[config.mk]
export PLATFORM = sky130hd
export DESIGN_NAME = mnb_div
export DESIGN_NICKNAME = d
export VERILOG_FILES = /design/src/mnb_pkg.sv /design/src/mnb_div.sv
export SDC_FILE = /design/constraint.sdc
export NUM_CORES = 1
export LEC_CHECK = 0
export ABC_AREA = 1
export BUFFER_PORTS_ARGS = -buffer_cell sky130_fd_sc_hd__buf_2
export CAP_MARGIN = 25
export CELL_PAD_IN_SITES_DETAIL_PLACEMENT = 2
export CELL_PAD_IN_SITES_GLOBAL_PLACEMENT = 2
export CORE_AREA = 2 2 185 187
export CTS_CLUSTER_SIZE = 20
export DETAILED_ROUTE_END_ITERATION = 16
export DIE_AREA = 0 0 187 189
export PLACE_DENSITY = 0.9
export SYNTH_ARGS = -nofsm -noshare
export SYNTH_HDL_FRONTEND = slang
export SYNTH_SLANG_ARGS = --single-unit
export TNS_END_PERCENT = 5
[constraint.sdc]
create_clock -name i_clk -period 8.93 [get_ports i_clk]
set_input_delay 0.893 -clock i_clk [delete_from_list [all_inputs] [get_ports i_clk]]
set_output_delay 0.893 -clock i_clk [all_outputs]
set_load 0.1 [all_outputs]
[src/mnb_pkg.sv]
`default_nettype none
package mnb_pkg;
    localparam int CORDIC_STEPS = 24;
    localparam logic signed [33:0] CORDIC_K = 34'sd652032874;
    localparam logic signed [33:0] ONE_Q30 = 34'sd1073741824;

    localparam logic [2:0] REG_GAIN  = 3'd0;
    localparam logic [2:0] REG_FOFS  = 3'd1;
    localparam logic [2:0] REG_PITCH = 3'd2;
    localparam logic [2:0] REG_QOFS  = 3'd3;
    localparam logic [2:0] REG_RATE  = 3'd4;
    localparam logic [2:0] REG_MODE  = 3'd5;

    function automatic logic [31:0] turn_atan(input logic [4:0] i);
        logic [31:0] v;
        begin
            case (i)
                5'd0: v = 32'h20000000; 5'd1: v = 32'h12E4051D;
                5'd2: v = 32'h09FB385B; 5'd3: v = 32'h051111D4;
                5'd4: v = 32'h028B0D43; 5'd5: v = 32'h0145D7E1;
                5'd6: v = 32'h00A2F61E; 5'd7: v = 32'h00517C55;
                5'd8: v = 32'h0028BE53; 5'd9: v = 32'h00145F2F;
                5'd10: v = 32'h000A2F98; 5'd11: v = 32'h000517CC;
                5'd12: v = 32'h00028BE6; 5'd13: v = 32'h000145F3;
                5'd14: v = 32'h0000A2F9; 5'd15: v = 32'h0000517D;
                5'd16: v = 32'h000028BE; 5'd17: v = 32'h0000145F;
                5'd18: v = 32'h00000A30; 5'd19: v = 32'h00000518;
                5'd20: v = 32'h0000028C; 5'd21: v = 32'h00000146;
                5'd22: v = 32'h000000A3; 5'd23: v = 32'h00000051;
                default: v = 32'h0;
            endcase
            return v;
        end
    endfunction

    typedef struct packed {
        logic        start;
        logic [63:0] num;
        logic [47:0] den;
    } t_div_req;
endpackage
`default_nettype wire

[src/mnb_div.sv]
`default_nettype none
// Restoring divider, one quotient bit per cycle, 64-bit dividend.
module mnb_div (
    input  wire logic                  i_clk,
    input  wire logic                  i_rst_n,
    input  wire mnb_pkg::t_div_req     i_req,
    output logic                       o_done,
    output logic [63:0]                o_quot
);
    logic [63:0] r_quot, n_quot;
    logic [48:0] r_rem, n_rem;
    logic [47:0] r_den;
    logic [6:0]  r_cnt, n_cnt;
    logic        r_busy, n_busy, r_done, n_done;
    logic [48:0] w_sh;

    always_comb begin
        n_quot = r_quot; n_rem = r_rem; n_cnt = r_cnt;
        n_busy = r_busy; n_done = 1'b0;
        w_sh = {r_rem[47:0], r_quot[63]};
        if (i_req.start) begin
            n_quot = i_req.num; n_rem = '0; n_cnt = 7'd0; n_busy = 1'b1;
        end else if (r_busy) begin
            if (w_sh >= {1'b0, r_den}) begin
                n_rem = w_sh - {1'b0, r_den};
                n_quot = {r_quot[62:0], 1'b1};
            end else begin
                n_rem = w_sh;
                n_quot = {r_quot[62:0], 1'b0};
            end
            n_cnt = r_cnt + 7'd1;
            if (r_cnt == 7'd63) begin
                n_busy = 1'b0; n_done = 1'b1;
            end
        end
    end

    always_ff @(posedge i_clk) begin
        if (!i_rst_n) begin
            r_busy <= 1'b0; r_done <= 1'b0; r_cnt <= '0;
        end else begin
            r_busy <= n_busy; r_done <= n_done; r_cnt <= n_cnt;
        end
        r_quot <= n_quot; r_rem <= n_rem;
        if (i_req.start) begin
            r_den <= i_req.den;
        end
    end

    assign o_done = r_done;
    assign o_quot = r_quot;
endmodule
`default_nettype wire

==> metrics.md <==
| Metric | Value |
|---|---|
| Status | `completed` |
| Drt drc | `0` |
| Hold Startpoint | `r_rem[33]$_SDFFE_PP0P_` |
| Die Ht | `around 190 um` |
| Setup bufs post-CTS | `0` |
| Gpl congestion | `between 0.9 and 1` |
| TritonCTS Sinks | `~170` |
| CTS Buf Count | `17` |
| Detailed Place HPWL | `34.2 mm` |
| Core area | `about 33000 sq um` |
| Crit path from | `r_den[34]$_DFFE_PP_` |
| Required @ worst endpoint | `approximately 9.3 ns` |
| CP endpoint kind | `flop` |
| Initial Utilization | `between 30% and 40%` |
| LEAKAGE | `around 7 nW` |
| Die area | `35300 sq um` |
| YS warnings | `0` |
| Synth Area per Inst | `6.81 sq um` |
| Worst path arrival time | `just under 4 ns` |
| Worst slack, placed | `about 5.2 ns` |
| Total Neg Setup Slack | `0 ns` |
| Final ANT Viol Nets | `0` |
| Wire per inst | `approximately 20 um` |
| Crit start category | `flop` |
| Overall Global Routing Usage | `26.1%` |
| Vias per inst | `about 4.9` |
| Final hold viol count | `0` |
| Synth area leaders | `edfxtp_1 (30%), nand2_1 (24%), dfxtp_1 (10%)` |
| Largest net degree at the start of global routing | `83` |
| Syn Nets | `1808` |
| H-tree levels | `4` |
| Final WS setup | `~5.3 ns` |
| Post-Route WL | `45.1 mm` |
| Reg clk slew, reported paths | `about 0.07 ns` |
| CTS tree | `done` |
| Top cell type's share of synthesized area | `30.1%` |
| Hold WC Path Type | `reg2reg` |
| Hold buffers post-CTS | `0` |
| NetSw | `around 0.0008 W` |
| DRT iter0 DRCs | `around 480` |
| Switching share of power | `a little over a third` |
| RR Startpoint | `r_den[34]$_DFFE_PP_` |
| Syn Inst Count | `about 1.6k` |
| Synthesis-to-finish area growth | `17.7%` |
| Min cycle time layout | `approximately 3.6 ns` |
| Gate power share | `a little over a fifth` |
| Die X-Extent | `roughly 190 um` |
| Headroom to the max-slew limit | `approximately a third` |
| Row cnt | `67` |
| FF+latch count, synth | `169` |
| Power share of the clock group | `between 30% and 40%` |
| Worst Max-Slew Pin Slew | `roughly 0.98 ns` |
| Worst Setup Path Type | `reg2reg` |
| Setup Viol. Count Final | `0` |
| Clock skew | `~0.024 ns` |
| Layout cell share with drive strength beyond 1 | `between 15 and 20%` |
| Vias in the first global route | `~13k` |
| CP Max Fanout | `50` |
| CTS Root Cell | `clkbuf_16` |
| Slew Viols, Final | `0` |
| Max VDD drop | `around 0.00014 V` |
| Max_cap viols | `0` |
| Period utilization | `between 40 and 50%` |
| Post-Synthesis Cell Area | `roughly 11000 sq um` |
| Drt pass-1 iters | `4` |
| First-pass GRT wire length | `71.0 mm` |
| Power Density | `165 nW/um^2` |
| Vias | `~11k` |
| Dpl cell area | `approximately 13000 sq um` |
| Unique masters post-synth | `36` |
| Total grt overflow | `0` |
| Ports | `180` |
| Final-stage net count | `slightly below 2k` |
| Flop pwr share | `a little over two fifths` |
| Final instance area | `approximately 13000 sq um` |
| Maximum clock frequency | `275 MHz` |
| Buffers on Ports | `around 180` |
| RSZ-0062 raised after global routing | `no` |
| Antenna violations before repair | `5` |
| Sequential fraction of the synthesis area | `40.3%` |
| Post-CTS resize count | `0` |
| Longest Clk Path Bufs | `2` |
| Yosys top cell by area | `edfxtp_1` |
| Cell Int Power | `approximately 0.0014 W` |
| Clock latency on the worst-skew pair | `around 0.47 ns` |
[power by group through the flow]
stage / combinational, W / clock [W] / sequential, W
after global routing: 0.000500 / 0.000831 / 0.000928
after CTS: 0.000473 / 0.000806 / 0.000925
after detailed placement: 0.000467 / 0 / 0.000939
after floorplan: 0.000128 / 0 / 0.00115
after global placement: 0.000452 / 0 / 0.000936
final: 0.000472 / 0.000781 / 0.000924
[stage by stage]
stage               hold WS (ns)  utilization (%)  std cells  power [W]
finish                     0.484             39.6       2276    0.00218
global route               0.492             39.5       2272    0.00226
CTS                        0.484             39.4       2270    0.00220
detailed placement         0.471             37.6       2238    0.00141
global placement           0.459             37.5       2237    0.00139
floorplan                  0.444                -       1643    0.00127
[worst paths after layout]
kind	to	slack, ns	depth (start not counted)
min	r_rem[33]$_SDFFE_PP0P_	0.48	2
min reg2reg	r_rem[33]$_SDFFE_PP0P_	0.48	2
max	r_rem[2]$_SDFFE_PP0P_	5.29	14
max reg2reg	r_rem[2]$_SDFFE_PP0P_	5.29	14
[cell usage after synthesis, drive strengths merged]
cell type  instances
nor4               2
nor3b              3
o21ai             26
inv              303
ha                49
nand3b            23
clkbuf            15
nand3            119
xnor2             22
buf               24
nand4             11
a21oi             36
o211ai             1
dfxtp             57
o21bai             7
edfxtp           112
and2               2
a31oi              1
o21a               3
nor2              99
nor3              11
xor2               1
or2                1
nand2            714
fa                 1
[cell type report]
type / instances / area [sq um]
Fill cell: 4099 / 20100
Multi-Input combinational cell: 1132 / 5350
Sequential cell: 169 / 4500
Inverter: 303 / 1140
Timing Repair Buffer: 187 / 998
Tap cell: 448 / 561
Clock buffer: 19 / 443
Clock inverter: 13 / 160
Antenna cell: 5 / 12.5
[metal layers]
metal / GRT usage (%) / up-vias / part of all wire [%]
met5: 0 / - / 0.084
met4: 10.8 / 6 / 3.4
met3: 6.86 / 84 / 5.4
met2: 46.6 / 248 / 49
met1: 29.5 / 5493 / 42
li1: - / 5398 / -
[placed cells by master, fill, tap and decap left out, drive strengths merged, types with 2 or more instances in the layout]
cell type and count:
clkbuf 19, nor2 99, dfxtp 57, nand4 11, nand2 714, xnor2 22
edfxtp 112, nand3 119, buf 187, diode 5, nor4 2, ha 49
nor3 11, and2 2, clkinv 9, nor3b 3, o21ai 26, a21oi 36
o21bai 7, inv 306, nand3b 23, o21a 3
[sequential cells by signal (all words and copies together), names as in the netlist]
signal / cells
o_done: 1
o_quot: 64
r_busy: 1
r_cnt: 7
r_den: 48
r_rem: 48
[cell families after synthesis]
family | after synthesis | synth area share (%)
AND/OR/NAND/NOR | 985 | 36.6
buffers and inverters | 342 | 12.0
XOR/XNOR | 23 | 1.80
AO/OA/AOI/OAI | 74 | 3.60
flip-flops | 169 | 40.3
adder cells (fa/ha/maj) | 50 | 5.66
[worst max-delay path, cell delays in order (launching register included)]
cell	delay (ns)
edfxtp_1	0.32
inv_1	0.05
ha_1	0.37
nand2_1	0.16
nor2_1	0.25
nand2_1	0.14
inv_2	0.08
nand2_1	0.08
inv_1	0.14
nand3_4	0.58
nand2_2	0.79
buf_16	0.25
nand2_1	0.09
nand3_1	0.07
o21ai_0	0.11
No activity file was read; power rests on OpenSTA's default activity.
