### src/mnb_pkg.sv
`default_nettype none
package mnb_pkg;
    localparam int CORDIC_STEPS = 24;
    localparam logic signed [33:0] CORDIC_K = 34'sd652032874;
    localparam logic signed [33:0] ONE_Q30 = 34'sd1073741824;

    localparam logic [2:0] REG_GAIN  = 3'd0;
    localparam logic [2:0] REG_FOFS  = 3'd1;
    localparam logic [2:0] REG_PITCH = 3'd2;
    localparam logic [2:0] REG_QOFS  = 3'd3;
    localparam logic [2:0] REG_RATE  = 3'd4;
    localparam logic [2:0] REG_MODE  = 3'd5;

    function automatic logic [31:0] turn_atan(input logic [4:0] i);
        logic [31:0] v;
        begin
            case (i)
                5'd0: v = 32'h20000000; 5'd1: v = 32'h12E4051D;
                5'd2: v = 32'h09FB385B; 5'd3: v = 32'h051111D4;
                5'd4: v = 32'h028B0D43; 5'd5: v = 32'h0145D7E1;
                5'd6: v = 32'h00A2F61E; 5'd7: v = 32'h00517C55;
                5'd8: v = 32'h0028BE53; 5'd9: v = 32'h00145F2F;
                5'd10: v = 32'h000A2F98; 5'd11: v = 32'h000517CC;
                5'd12: v = 32'h00028BE6; 5'd13: v = 32'h000145F3;
                5'd14: v = 32'h0000A2F9; 5'd15: v = 32'h0000517D;
                5'd16: v = 32'h000028BE; 5'd17: v = 32'h0000145F;
                5'd18: v = 32'h00000A30; 5'd19: v = 32'h00000518;
                5'd20: v = 32'h0000028C; 5'd21: v = 32'h00000146;
                5'd22: v = 32'h000000A3; 5'd23: v = 32'h00000051;
                default: v = 32'h0;
            endcase
            return v;
        end
    endfunction

    typedef struct packed {
        logic        start;
        logic [63:0] num;
        logic [47:0] den;
    } t_div_req;
endpackage
`default_nettype wire

### src/mnb_cordic.sv
`default_nettype none
// Iterative CORDIC, one rotation per cycle, with quadrant fold and clamp.
module mnb_cordic (
    input  wire logic               i_clk,
    input  wire logic               i_rst_n,
    input  wire logic               i_start,
    input  wire logic [31:0]        i_phase,
    output logic                    o_done,
    output logic signed [33:0]      o_sin,
    output logic signed [33:0]      o_cos
);
    logic signed [33:0] r_x, r_y, r_z;
    logic               r_flip, r_busy, r_done;
    logic [4:0]         r_i;
    logic signed [33:0] w_z0, w_xs, w_ys, w_at, w_xf, w_yf;
    logic               w_fl;

    always_comb begin
        w_z0 = {{2{i_phase[31]}}, i_phase};
        w_fl = 1'b0;
        if (w_z0 > 34'sd1073741824) begin
            w_z0 = w_z0 - 34'sd2147483648; w_fl = 1'b1;
        end else if (w_z0 < -34'sd1073741824) begin
            w_z0 = w_z0 + 34'sd2147483648; w_fl = 1'b1;
        end
        w_xs = r_x >>> r_i;
        w_ys = r_y >>> r_i;
        w_at = {2'b00, mnb_pkg::turn_atan(r_i)};
        w_xf = r_flip ? -r_x : r_x;
        w_yf = r_flip ? -r_y : r_y;
        if (w_xf > mnb_pkg::ONE_Q30) w_xf = mnb_pkg::ONE_Q30;
        if (w_xf < -mnb_pkg::ONE_Q30) w_xf = -mnb_pkg::ONE_Q30;
        if (w_yf > mnb_pkg::ONE_Q30) w_yf = mnb_pkg::ONE_Q30;
        if (w_yf < -mnb_pkg::ONE_Q30) w_yf = -mnb_pkg::ONE_Q30;
    end

    always_ff @(posedge i_clk) begin
        if (!i_rst_n) begin
            r_busy <= 1'b0; r_done <= 1'b0; r_i <= '0;
        end else begin
            r_done <= 1'b0;
            if (i_start) begin
                r_busy <= 1'b1; r_i <= '0;
            end else if (r_busy) begin
                r_i <= r_i + 5'd1;
                if (r_i == 5'(mnb_pkg::CORDIC_STEPS - 1)) begin
                    r_busy <= 1'b0; r_done <= 1'b1;
                end
            end
        end
        if (i_start) begin
            r_x <= mnb_pkg::CORDIC_K; r_y <= '0; r_z <= w_z0; r_flip <= w_fl;
        end else if (r_busy) begin
            if (!r_z[33]) begin
                r_x <= r_x - w_ys; r_y <= r_y + w_xs; r_z <= r_z - w_at;
            end else begin
                r_x <= r_x + w_ys; r_y <= r_y - w_xs; r_z <= r_z + w_at;
            end
        end
    end

    assign o_done = r_done;
    assign o_sin  = w_yf;
    assign o_cos  = w_xf;
endmodule
`default_nettype wire

### config.mk
export PLATFORM = sky130hd
export DESIGN_NAME = mnb_cordic
export DESIGN_NICKNAME = d
export VERILOG_FILES = /design/src/mnb_pkg.sv /design/src/mnb_cordic.sv
export SDC_FILE = /design/constraint.sdc
export NUM_CORES = 1
export LEC_CHECK = 0
export BUFFER_PORTS_ARGS = -buffer_cell sky130_fd_sc_hd__buf_2
export CORE_MARGIN = 2
export CORE_UTILIZATION = 35
export CTS_BUF_LIST = sky130_fd_sc_hd__clkbuf_4
export CTS_CLUSTER_SIZE = 30
export DETAILED_ROUTE_END_ITERATION = 6
export SETUP_SLACK_MARGIN = 0.15
export SYNTH_ARGS = -nofsm -noshare
export SYNTH_HDL_FRONTEND = slang
export SYNTH_SLANG_ARGS = --single-unit
### constraint.sdc
create_clock -name i_clk -period 16 [get_ports i_clk]
set_input_delay 2.4 -clock i_clk [delete_from_list [all_inputs] [get_ports i_clk]]
set_output_delay 2.4 -clock i_clk [all_outputs]
set_load 0.05 [all_outputs]
==> results.sh <==
export IMPL_r2r_start="r_i[1]"
export IMPL_critPathArrivalTime_ns=5.28
export IMPL_cts_root_buf="clkbuf_4"
export IMPL_core_area_um2=56300
export IMPL_syn_num_nets=2740
export IMPL_p_total_w=0.00453
export IMPL_clkTransAtPathRegs_ns=0.14
export IMPL_numCtsBuffers=17
export IMPL_tightest_slew_ns=1.20
export IMPL_seq_area_um2=3170
export IMPL_maxCapViolCount=0
export IMPL_slew_violations=0
export IMPL_cpMaxStageDelayCell="a211oi_4"
export IMPL_grt_pass1_vias=19000
export IMPL_synth_cell_types=102
export IMPL_fmax_ghz=0.130
export IMPL_die_area_um2=58800
export IMPL_required_ns=13.60
export IMPL_rsz0062_at_grt="false"
export IMPL_startpoint="r_x[11]"
export IMPL_tns_ns=0
export IMPL_place_ws_ns=8.68
export IMPL_final_nets=2684
export IMPL_hold_viol=0
export IMPL_synth_top_family_by_area="compound AO/OA/AOI/OAI gates"
export IMPL_worstSkewPairLatency_ns=0.78
export IMPL_holdBufCountCts=0
export IMPL_synthSimpleGateAreaFrac_pct=21.0
export IMPL_synth_xor_area_share_pct=10.6
export IMPL_synth_top_area_cell="dfxtp_1"
export IMPL_ys_seq_area_share_pct=15.8
export IMPL_setup_viol=0
export IMPL_post_cts_buffers=0
export IMPL_synth_mux_area_fraction_pct=15.1
export IMPL_finalCriticalPeriod_ns=7.68
export IMPL_pin_count=104
export IMPL_critPathCaptureType="output port"
export IMPL_synth_ff_type="dfxtp_1"
export IMPL_hp_class="flop to flop"
export IMPL_cts_resized=0
export IMPL_via_count=20000
export IMPL_async_reset_ff_share_pct=0
export IMPL_place_congestion=0.951
export IMPL_slew_limit_headroom_pct=20.0
export IMPL_clock_skew_ns=0.0501
export IMPL_stdcell_area_um2=21000
export IMPL_grt_pass1_wl_mm=111
export IMPL_syn_area_um2=19900
export IMPL_synth_compound_area_share_pct=24.5
export IMPL_port_buffers=103
export IMPL_num_rows=87
export IMPL_synth_cells=2590
export IMPL_ant_nets=0
export IMPL_htreeDepth=4
export IMPL_p_per_area_nw_per_um2=216
export IMPL_cts_num_sinks=140
export IMPL_synth_seq_cells=140
export IMPL_peakVddDrop_mv=0.110
export IMPL_drt_wl_total_mm=72.0
export IMPL_multiInputGateArea_um2=15600
export IMPL_die_h_um=243
export IMPL_fin_ws_ns=8.32
export IMPL_path_buf_inv=1
export IMPL_first_pass_iters=6
export IMPL_status="complete, no violations"
export IMPL_path_class="flop to output port"
export IMPL_die_x_um=243
export IMPL_antenna_found_initial=3
export IMPL_worstHoldStart="r_x[33]"
export IMPL_place_area_um2=20700
export IMPL_grt_use_total_pct=24.0
export IMPL_drc=0
export IMPL_crit_chain="or4_1 -> nor4_2 -> nand3_1 -> or2_1 -> or3_1 -> nand2_1 -> o21ai_0 -> a32oi_1 -> nor3_1 -> a211oi_4 -> nor2_1 -> buf_2"
export IMPL_path_delay_family="simple AND/OR/NAND/NOR gates"
export IMPL_synth_adder_area_share_pct=7.34
export IMPL_start_util_pct=35.4
export IMPL_drt_iter0_markers=2074
export IMPL_nFillCells=5962
export IMPL_ys_warn_count=0
export IMPL_synth_edf_count=35
export IMPL_clockBufferDepth=2
export IMPL_synth_top_area_share_pct=10.6
export IMPL_synthToLayoutAreaGrowth_pct=5.26
export IMPL_p_leak_nw=8.61
export IMPL_ys_top_cells_by_area="dfxtp_1 11%, mux4_2 8.1%, ha_1 7.0%"
export IMPL_grt_start_max_net_pins=73
export IMPL_syn_mean_instance_area_um2=7.69
export IMPL_cts_tree="done"
export IMPL_wire_per_inst_um=21.8
export IMPL_dpl_hpwl_mm=53.1
export IMPL_crit_fanout=30
export IMPL_fin_crit_sh_pct=48.0
export IMPL_crit_path_start_kind="flop"
export IMPL_drive_gt1_share_pct=12.9
export IMPL_via_per_inst=6.07
export IMPL_critPathMaxStageDelay_ns=0.96
export IMPL_overflow=0
## final timing paths
path	slack, ns	to	depth (start not counted)
setup reg to reg	8.53	r_y[33]	22
setup / recovery	8.32	o_cos[3]	12
hold / removal	0.58	r_x[33]	2
hold reg to reg	0.58	r_x[33]	2
## synth_stat cells (all sizes together), types with 14 or more instances
master	count
a32oi	14
and3	18
o211ai	21
xor2	142
nor2b	21
nor2	292
o31ai	22
o21a	20
nand4	25
edfxtp	35
and2	20
nand2	270
o21ai	173
nand3	50
a211oi	35
a21o	51
mux2	42
a31oi	43
clkbuf	137
a21oi	194
or3	18
nor4	31
nand2b	33
o22ai	25
xnor2	98
mux4	72
nor3	50
buf	64
inv	64
dfxtp	105
ha	112
mux2i	89
## through the flow
step | utilization, % | std cells | hold WS [ns]
6_report | 37.2 | 3305 | 0.577
5_1_grt | 37.2 | 3305 | 0.636
4_1_cts | 37.2 | 3303 | 0.587
3_5_place_dp | 36.8 | 3271 | 0.552
3_3_place_gp | 36.8 | 3271 | 0.538
2_1_floorplan | - | 2590 | 0.479
## where the power goes
group	internal [W]	leakage [nW]	switching (W)
Sequential	0.000476	1.22	0.000308
Clock	0.0000702	0.148	0.000177
Combinational	0.00143	7.24	0.00206
## cell type report
class | count | share of cell area (%)
clock inverters | 14 | 0.615
diodes | 2 | 0.0239
clock buffers | 18 | 0.645
flip-flops and latches | 140 | 15.1
repair buffers | 126 | 3.30
multi-input cells | 2184 | 74.6
well taps | 756 | 4.51
inverters | 65 | 1.16
## worst register-to-register path, cell delays in order (launching register included)
cell and delay [ns]:
dfxtp_4 0.79, buf_4 0.88, mux4_2 0.67, mux2i_1 0.37, o22ai_1 0.18, a31oi_2 0.27, ha_1 0.26, nand4_1 0.20
nor3_1 0.43, a21oi_1 0.15, xor2_1 0.17, ha_1 0.38, a21o_1 0.20, a21o_1 0.18, a21o_1 0.18, a211oi_1 0.45
o211ai_1 0.21, a31o_2 0.25, a41o_1 0.25, o41ai_1 0.38, nand4_1 0.20, a21o_1 0.26, a21oi_2 0.12
## cells by family (layout without fill, tap and decap cells)
kind of cell	count (synthesis)	after routing
AOI/OAI and AO/OA	744	744
xor gates and xnor gates	240	240
adders and majority gates	115	115
buffers and inverters	266	223
DFF	140	140
muxes	203	203
other	0	2
and+or+nand+nor	882	882
## placed cells by master, fill, tap and decap left out, drive strengths merged, types with 22 or more instances in the layout
| cell | netlist | final |
|---|---|---|
| mux2 | 42 | 42 |
| a31oi | 43 | 43 |
| mux2i | 89 | 89 |
| mux4 | 72 | 72 |
| buf | 64 | 126 |
| xnor2 | 98 | 98 |
| inv | 64 | 74 |
| edfxtp | 35 | 35 |
| nor2 | 292 | 292 |
| o21ai | 173 | 173 |
| nand3 | 50 | 50 |
| ha | 112 | 112 |
| o31ai | 22 | 22 |
| nand2b | 33 | 33 |
| nand2 | 270 | 270 |
| o22ai | 25 | 25 |
| a21o | 51 | 51 |
| a211oi | 35 | 35 |
| nand4 | 25 | 25 |
| nor4 | 31 | 31 |
| nor3 | 50 | 50 |
| dfxtp | 105 | 105 |
| a21oi | 194 | 194 |
| xor2 | 142 | 142 |
## sequential cells by signal, indices dropped and copies added, names as in the netlist
register	count
w_at	30
r_i	5
r_z	34
o_done	1
r_x	34
r_y	34
r_flip	1
r_busy	1
## metal layers
metal | global-route usage, % | wire length (um)
met1 | 30.8 | 30600
met2 | 39.2 | 33200
met3 | 3.83 | 5000
met4 | 11.6 | 3170
met5 | 0 | 16
Power figures use the tool's default switching activity.
